File: src/rtl/core/rau_pkg.sv
package rau_pkg;
  localparam int unsigned DEF_WIDTH = 32;

  typedef enum logic [1:0] {
    MODE_ADD = 2'd0,
    MODE_SUB = 2'd1,
    MODE_MUL = 2'd2,
    MODE_DIV = 2'd3
  } mode_t;

  // datapath request to the shared divider
  typedef struct packed {
    logic start;
  } div_ctl_t;

  typedef struct packed {
    logic busy;
    logic done;
  } div_sts_t;
endpackage

File: src/rtl/core/rational_arithmetic_unit_top.sv
// sequence: after the input transfer the products are formed in S_MUL and summed in
//   S_SUM; S_GCD runs the euclid steps on the shared divider, S_QN and S_QD do the two
//   reduction divisions, and S_OUT raises the result
// zero denominator: the error result is raised from S_SUM, with no division started
// one item at a time: no new input transfer until after the result transfer; the single
//   shared restoring divider carries every division of the sequence
// products use one WIDTH by WIDTH multiplier, one product per cycle
// reset: synchronous, active high; clears the sequencer and output valid
module rational_arithmetic_unit_top import rau_pkg::*; #(
  parameter int unsigned WIDTH = DEF_WIDTH
) (
  input  logic         clk,
  input  logic         rst,
  input  logic         s_tvalid,
  output logic         s_tready,
  input  logic [127:0] s_tdata,   // a_num, a_den, b_num, b_den
  input  logic [1:0]   s_tuser,   // mode
  output logic         m_tvalid,
  input  logic         m_tready,
  output logic [63:0]  m_tdata,   // res_num, res_den, then zero fill
  output logic         m_tuser    // zero_den_error
);
  typedef enum logic [7:0] {
    S_IDLE = 8'b00000001,
    S_MUL  = 8'b00000010,
    S_SUM  = 8'b00000100,
    S_GCD  = 8'b00001000,
    S_QN   = 8'b00010000,
    S_QD   = 8'b00100000,
    S_OUT  = 8'b01000000,
    S_WAIT = 8'b10000000
  } state_t;

  state_t state;
  mode_t  mode;
  logic [WIDTH-1:0] an, ad, bn, bd;
  logic [WIDTH-1:0] p0, p1, p2;   // products
  logic [1:0]       mcnt;
  logic [WIDTH-1:0] n, d, ga, gb, qn;
  logic [WIDTH-1:0] mul_a, mul_b;
  logic [2*WIDTH-1:0] mul_full;
  logic [WIDTH-1:0] mul_r;

  div_ctl_t dctl;
  div_sts_t dsts;
  logic [WIDTH-1:0] dvd, dvs, quo, rem;

  function automatic logic [WIDTH-1:0] ext32(input logic [31:0] x);
    return WIDTH'($signed({{32{x[31]}}, x}));
  endfunction

  function automatic logic [WIDTH-1:0] mag(input logic [WIDTH-1:0] x);
    return x[WIDTH-1] ? (~x + 1'b1) : x;
  endfunction

  // one shared multiplier, operands picked by the product count
  always_comb begin
    case (mcnt)
      2'd0:    begin mul_a = an; mul_b = (mode == MODE_MUL) ? bn : bd; end
      2'd1:    begin mul_a = ad; mul_b = (mode == MODE_DIV) ? bn : bd; end
      default: begin mul_a = ad; mul_b = bn; end
    endcase
    mul_full = mul_a * mul_b;
    mul_r    = mul_full[WIDTH-1:0];
  end

  logic [WIDTH-1:0] nres;
  logic             neg;
  always_comb begin
    neg  = (quo != '0) && (n[WIDTH-1] != d[WIDTH-1]);
    nres = neg ? (~quo + 1'b1) : quo;
  end

  assign s_tready = (state == S_IDLE);

  always_ff @(posedge clk) begin
    dctl.start <= 1'b0;
    if (rst) begin
      state    <= S_IDLE;
      m_tvalid <= 1'b0;
      mcnt     <= '0;
    end else begin
      case (state)
        S_IDLE: if (s_tvalid) begin
          mode  <= mode_t'(s_tuser);
          an    <= ext32(s_tdata[31:0]);
          ad    <= ext32(s_tdata[63:32]);
          bn    <= ext32(s_tdata[95:64]);
          bd    <= ext32(s_tdata[127:96]);
          mcnt  <= '0;
          state <= S_MUL;
        end
        S_MUL: begin
          case (mcnt)
            2'd0:    p0 <= mul_r;
            2'd1:    p1 <= mul_r;
            default: p2 <= mul_r;
          endcase
          mcnt <= mcnt + 1'b1;
          if (mcnt == 2'd2) state <= S_SUM;
        end
        S_SUM: begin
          case (mode)
            MODE_ADD: n <= p0 + p2;
            MODE_SUB: n <= p0 - p2;
            default:  n <= p0;
          endcase
          d <= p1;
          if (p1 == '0) begin
            m_tdata  <= '0;
            m_tuser  <= 1'b1;
            m_tvalid <= 1'b1;
            state    <= S_WAIT;
          end else begin
            ga <= mag((mode == MODE_ADD) ? p0 + p2 :
                      (mode == MODE_SUB) ? p0 - p2 : p0);
            gb <= mag(p1);
            dvd <= mag((mode == MODE_ADD) ? p0 + p2 :
                       (mode == MODE_SUB) ? p0 - p2 : p0);
            dvs <= mag(p1);
            dctl.start <= 1'b1;
            state <= S_GCD;
          end
        end
        S_GCD: if (dsts.done) begin
          // euclid: a <- b, b <- a mod b
          if (rem == '0) begin
            dvd <= mag(n);
            dvs <= gb;
            ga  <= gb;
            dctl.start <= 1'b1;
            state <= S_QN;
          end else begin
            ga  <= gb;
            gb  <= rem;
            dvd <= gb;
            dvs <= rem;
            dctl.start <= 1'b1;
          end
        end
        S_QN: if (dsts.done) begin
          qn  <= nres;
          dvd <= mag(d);
          dvs <= ga;
          dctl.start <= 1'b1;
          state <= S_QD;
        end
        S_QD: if (dsts.done) state <= S_OUT;
        S_OUT: begin
          m_tdata  <= {1'b0, 31'(quo), 32'(signed'(qn))};
          m_tuser  <= 1'b0;
          m_tvalid <= 1'b1;
          state    <= S_WAIT;
        end
        S_WAIT: if (m_tready) begin
          m_tvalid <= 1'b0;
          state    <= S_IDLE;
        end
        default: state <= S_IDLE;
      endcase
    end
  end

  rau_divider #(.WIDTH(WIDTH)) u_div (
    .clk(clk), .rst(rst), .ctl(dctl), .dividend(dvd), .divisor(dvs),
    .sts(dsts), .quotient(quo), .remainder(rem)
  );

  // a result is only offered while parked in the wait state
  assert property (@(posedge clk) disable iff (rst) m_tvalid |-> state == S_WAIT)
    else $error("output valid outside wait state");
  // no input taken while a result waits
  assert property (@(posedge clk) disable iff (rst) m_tvalid |-> !s_tready)
    else $error("ready while result pending");
  // divider never started while busy
  assert property (@(posedge clk) disable iff (rst) dctl.start |-> !dsts.busy)
    else $error("divider restarted while busy");
  // the error flag always comes with a zero result
  assert property (@(posedge clk) disable iff (rst) (m_tvalid && m_tuser) |-> m_tdata == '0)
    else $error("error result not zero");
endmodule

File: src/rtl/core/rau_divider.sv
// restoring divider, one quotient bit per cycle
module rau_divider import rau_pkg::*; #(
  parameter int unsigned WIDTH = DEF_WIDTH
) (
  input  logic             clk,
  input  logic             rst,
  input  div_ctl_t         ctl,
  input  logic [WIDTH-1:0] dividend,
  input  logic [WIDTH-1:0] divisor,
  output div_sts_t         sts,
  output logic [WIDTH-1:0] quotient,
  output logic [WIDTH-1:0] remainder
);
  localparam int unsigned CW = $clog2(WIDTH + 1);

  logic [WIDTH-1:0] dsr;
  logic [WIDTH:0]   rem;
  logic [WIDTH-1:0] quo;
  logic [CW-1:0]    cnt;
  logic             busy;
  logic             done;
  logic [WIDTH:0]   trial;
  logic [WIDTH:0]   shifted;

  always_comb begin
    shifted = {rem[WIDTH-1:0], quo[WIDTH-1]};
    trial   = shifted - {1'b0, dsr};
  end

  always_ff @(posedge clk) begin
    done <= 1'b0;
    if (rst) begin
      busy <= 1'b0;
      cnt  <= '0;
    end else if (ctl.start) begin
      busy <= 1'b1;
      dsr  <= divisor;
      rem  <= '0;
      quo  <= dividend;
      cnt  <= CW'(WIDTH);
    end else if (busy) begin
      if (trial[WIDTH]) begin
        rem <= shifted;
        quo <= {quo[WIDTH-2:0], 1'b0};
      end else begin
        rem <= trial;
        quo <= {quo[WIDTH-2:0], 1'b1};
      end
      cnt <= cnt - 1'b1;
      if (cnt == CW'(1)) begin
        busy <= 1'b0;
        done <= 1'b1;
      end
    end
  end

  assign sts.busy  = busy;
  assign sts.done  = done;
  assign quotient  = quo;
  assign remainder = rem[WIDTH-1:0];
endmodule
File: config.mk
export PLATFORM = sky130hd
export DESIGN_NAME = rational_arithmetic_unit_top
export DESIGN_NICKNAME = d
export VERILOG_FILES = /design/src/rtl/core/rau_pkg.sv /design/src/rtl/core/rational_arithmetic_unit_top.sv /design/src/rtl/core/rau_divider.sv
export SDC_FILE = /design/constraint.sdc
export NUM_CORES = 2
export LEC_CHECK = 0
export BUFFER_PORTS_ARGS = -buffer_cell sky130_fd_sc_hd__buf_2
export CELL_PAD_IN_SITES_DETAIL_PLACEMENT = 1
export CELL_PAD_IN_SITES_GLOBAL_PLACEMENT = 1
export CORE_AREA = 2 2 353 355
export CTS_CLUSTER_DIAMETER = 50
export DETAILED_ROUTE_END_ITERATION = 7
export DIE_AREA = 0 0 355 357
export GPL_TIMING_DRIVEN = 0
export HOLD_SLACK_MARGIN = 0.03
export PLACE_DENSITY = 0.74
export RECOVER_POWER = 25
export SLEW_MARGIN = 10
export SYNTH_ARGS = -nofsm -noshare
export SYNTH_HDL_FRONTEND = slang
export SYNTH_SLANG_ARGS = --single-unit
export TNS_END_PERCENT = 50
File: constraint.sdc
create_clock -name clk -period 10.3 [get_ports clk]
set_input_delay 1.545 -clock clk [delete_from_list [all_inputs] [get_ports clk]]
set_output_delay 1.545 -clock clk [all_outputs]
set_load 0.02 [all_outputs]
==> impl_results.md <==
* Final Cycle Share at 96.11%
* Antenna-violating nets left at 0
* Critical Path Sink Type: register
* Final setup fails at 0
* Clk slew on worst S/H paths at 0.06 ns
* Largest net degree at the start of global routing at 35
* Placer Congestion at 0.9716
* Largest register FFs at 63
* GRT Util Overall at 24.64%
* Post-synth EDFFs at 610
* Area grow syn2layout at 13.94%
* Yosys reg bits at 630
* Worst-Skew Late Latency at 0.70 ns
* Post-synthesis sequential area ratio at 39.38%
* Busiest layer in global routing: met2
* Worst Skew at 0.03889 ns
* Mux share of post-synthesis cell area at 3.280%
* Post-DR wirelength/cell at 24.02 microns
* Post-Route WL at 156,800 microns
* Critical Path Source: mode[0]$_DFFE_PP_
* Crit path kind: register to register
* Asr flop ratio synth at 0%
* Antenna violations before repair at 4
* XOR/XNOR Fraction of Synth Area at 5.115%
* Tmin final at 9.899 ns
* Violated checks: capacitance limit, slew limit
* Post-CTS Hold Buffers at 0
* Met3 Usage GRT at 3.291%
* Worst hold path stage count at 0
* Relative slew slack at -17.82%
* CTS Buf Count at 81
* Share of cells above drive strength 1 at 11.08%
* Vias in the first global route at 38,810
* Max Root-Sink Buffers at 3
* DR pass1 iterations at 6
* PortBufs at 198
* Worst Path Required at 10.72 ns
* Detailed Place HPWL at 127,400 microns
* IO Count at 201
* Via-per-instance ratio at 5.468
* Die area at 126,700 sq um
* Cell with the most instances on the worst path: fa_1
* Post-Synthesis Cell Area at 47,530 sq um
* Core Util, Final at 44.03%
* Post-synthesis net count at 5,266
* Commonest non-fill, non-tap cells in the layout: edfxtp_1 (610), inv_1 (532), nor2_1 (497)
* GRT overflow at 0
* Commonest non-fill, non-tap cell in the layout: edfxtp_1
* CTS HTree Levels at 3
* Met1 usage at 28.80%
* Synth Area in Simple Gates at 12.50%
* Outcome: complete, but fails checks
* Final hold violation count at 0
* Warnings, synthesis at 0
* Max incr delay on CP at 0.54 ns
* Worst Tran Pin Value at 1.767 ns
* Die width at 355 microns
* Starting density of the core at 38.64%
* Slowest-stage cell, CP: fa_1
* Clock sinks at 630
* Worst R2R Setup Slack at 0.40 ns
* Placed insts at 6,369
* CP endpoint: p0[30]$_DFFE_PP_
* Crit path launch type: register
* DR iter-0 viols at 2,348
* Fillers at 13,700
* Synthesized-area fraction occupied by ao, oa, aoi and oai cells at 10.74%
* CTS tree: yes
* Worst Reg-to-Reg Cells at 36
* Cell Count, Final, Fillers Out at 6,530
* # DRC at 0
* Synth Area in Adders at 23.29%
* Root Buffer: clkbuf_16
* Worst-path maximum fanout at 10
* First-pass GRT wire length at 236,000 microns
* Fin nets at 5,598
* M2 GR Usage at 43.63%
* Top reg by flops: m_tdata
* Arrival time worst endpoint at 10.32 ns
* DR vias at 35,710
* Row Count at 129
* Die Y at 357 microns
* Prevailing post-synth register cell: edfxtp_1
* Worst R2R End: p0[30]$_DFFE_PP_
* Max Cap Viol at 2
* Final Slew Violations at 60
* Fmax achieved at 101.0 MHz
* Worst reg2reg startpoint: mode[0]$_DFFE_PP_
* HP Class: register to register
* Syn Inst Count at 4,494
* Worst hold slack at 0.4197 ns
* Combinational family with the most area after synthesis: adder cells
* Syn avg cell area at 10.58 sq um
* Core ar. at 123,000 sq um
* Synth unique cells at 91
==> critical path: cells and delay by family (launching register included) <==
kind / cells / cell delay [ns]
AOI/OAI and AO/OA: 11 / 2.13
DFF: 1 / 0.46
xor gates and xnor gates: 1 / 0.12
buffers and inverters: 11 / 2.01
adders and majority gates: 9 / 4.01
and+or+nand+nor: 4 / 0.88
==> through the flow <==
stage                     setup slack, ns    TNS [ns]  cell area [sq um]
after global placement             -2.702     -189.78              50570
after global routing           -0.0005045  -0.0008047              54150
after CTS                         0.08283           0              54100
final                              0.4007           0              54160
after detailed placement           -2.807     -111.64              51200
after floorplan                    0.6994           0              47530
==> cell type report <==
| cell class | instances | area [sq um] | share of cell area (%) |
|---|---|---|---|
| antenna | 1 | 2.502 | 0.004621 |
| buffer | 174 | 792.0 | 1.462 |
| tap | 1637 | 2048 | 3.782 |
| inverter | 534 | 2008 | 3.708 |
| sequential | 630 | 18720 | 34.56 |
| timing repair buffer | 257 | 1588 | 2.932 |
| clock buffer | 103 | 2151 | 3.971 |
| clock inverter | 46 | 479.2 | 0.8849 |
| multi-input combinational | 3148 | 26370 | 48.69 |
==> kinds of logic (layout without fill, tap and decap cells) <==
| kind of cell | Yosys count | in the layout |
|---|---|---|
| and+or+nand+nor | 1314 | 1314 |
| other | 1 | 2 |
| xor gates and xnor gates | 276 | 276 |
| adders and majority gates | 638 | 638 |
| buffers and inverters | 716 | 1114 |
| AOI/OAI and AO/OA | 771 | 771 |
| DFF | 630 | 630 |
| muxes | 148 | 148 |
==> what timing repair did <==
item	in CTS	in global routing
endpoints found under the hold margin	0	0
setup buffers	8	10
pin swaps	4	5
setup endpoints to repair	72	18
resized for setup	96	39
==> synthesized netlist by cell type, types with 17 or more instances <==
cell	n	share of area (%)
edfxtp_1	610	39
a22o_1	25	0.46
nor2b_1	21	0.28
nand2_1	418	3.3
xnor2_1	177	3.3
buf_1	23	0.18
and2_1	75	0.99
o21ai_0	153	1.6
a211oi_1	49	0.77
ha_1	227	6.0
dfxtp_1	20	0.84
inv_1	532	4.2
clkbuf_1	151	1.2
o221ai_1	23	0.42
mux2_2	60	1.4
fa_1	411	17
or2_2	23	0.30
or4_1	24	0.38
o41ai_1	18	0.33
o21a_1	29	0.46
mux2i_1	86	1.8
a22oi_1	38	0.60
or3_1	43	0.57
nor4_1	29	0.38
o21bai_1	17	0.27
nor2_1	499	3.9
o31ai_1	44	0.69
a21oi_1	206	2.2
nand3_1	35	0.37
xor2_1	98	1.8
nor3_1	49	0.52
a21o_1	38	0.60
nand2b_1	34	0.45
==> layer usage <==
metal / share of wire (%) / wire length, microns / vias to the layer above
li1: - / - / 16070
met1: 39 / 61520 / 18130
met3: 4.8 / 7530 / 369
met2: 50 / 77740 / 1134
met4: 6.4 / 10050 / 0
met5: 0 / 0 / -
==> how the worst min path moves through the flow <==
stage,slack [ns],start,endpoint
global placement,0.40,dvs[14]$_DFFE_PP_,u_div.dsr[14]$_DFFE_PP_
floorplan,0.40,dvs[0]$_DFFE_PP_,u_div.dsr[0]$_DFFE_PP_
CTS,0.42,dvs[3]$_DFFE_PP_,u_div.dsr[3]$_DFFE_PP_
detailed placement,0.41,dvs[31]$_DFFE_PP_,u_div.dsr[31]$_DFFE_PP_
finish,0.42,dvs[22]$_DFFE_PP_,u_div.dsr[22]$_DFFE_PP_
global route,0.43,dvs[22]$_DFFE_PP_,u_div.dsr[22]$_DFFE_PP_
Power is left out: the tool's default activity adds up to more than one toggle a clock period on the data nets, which glitch-free logic cannot reach.
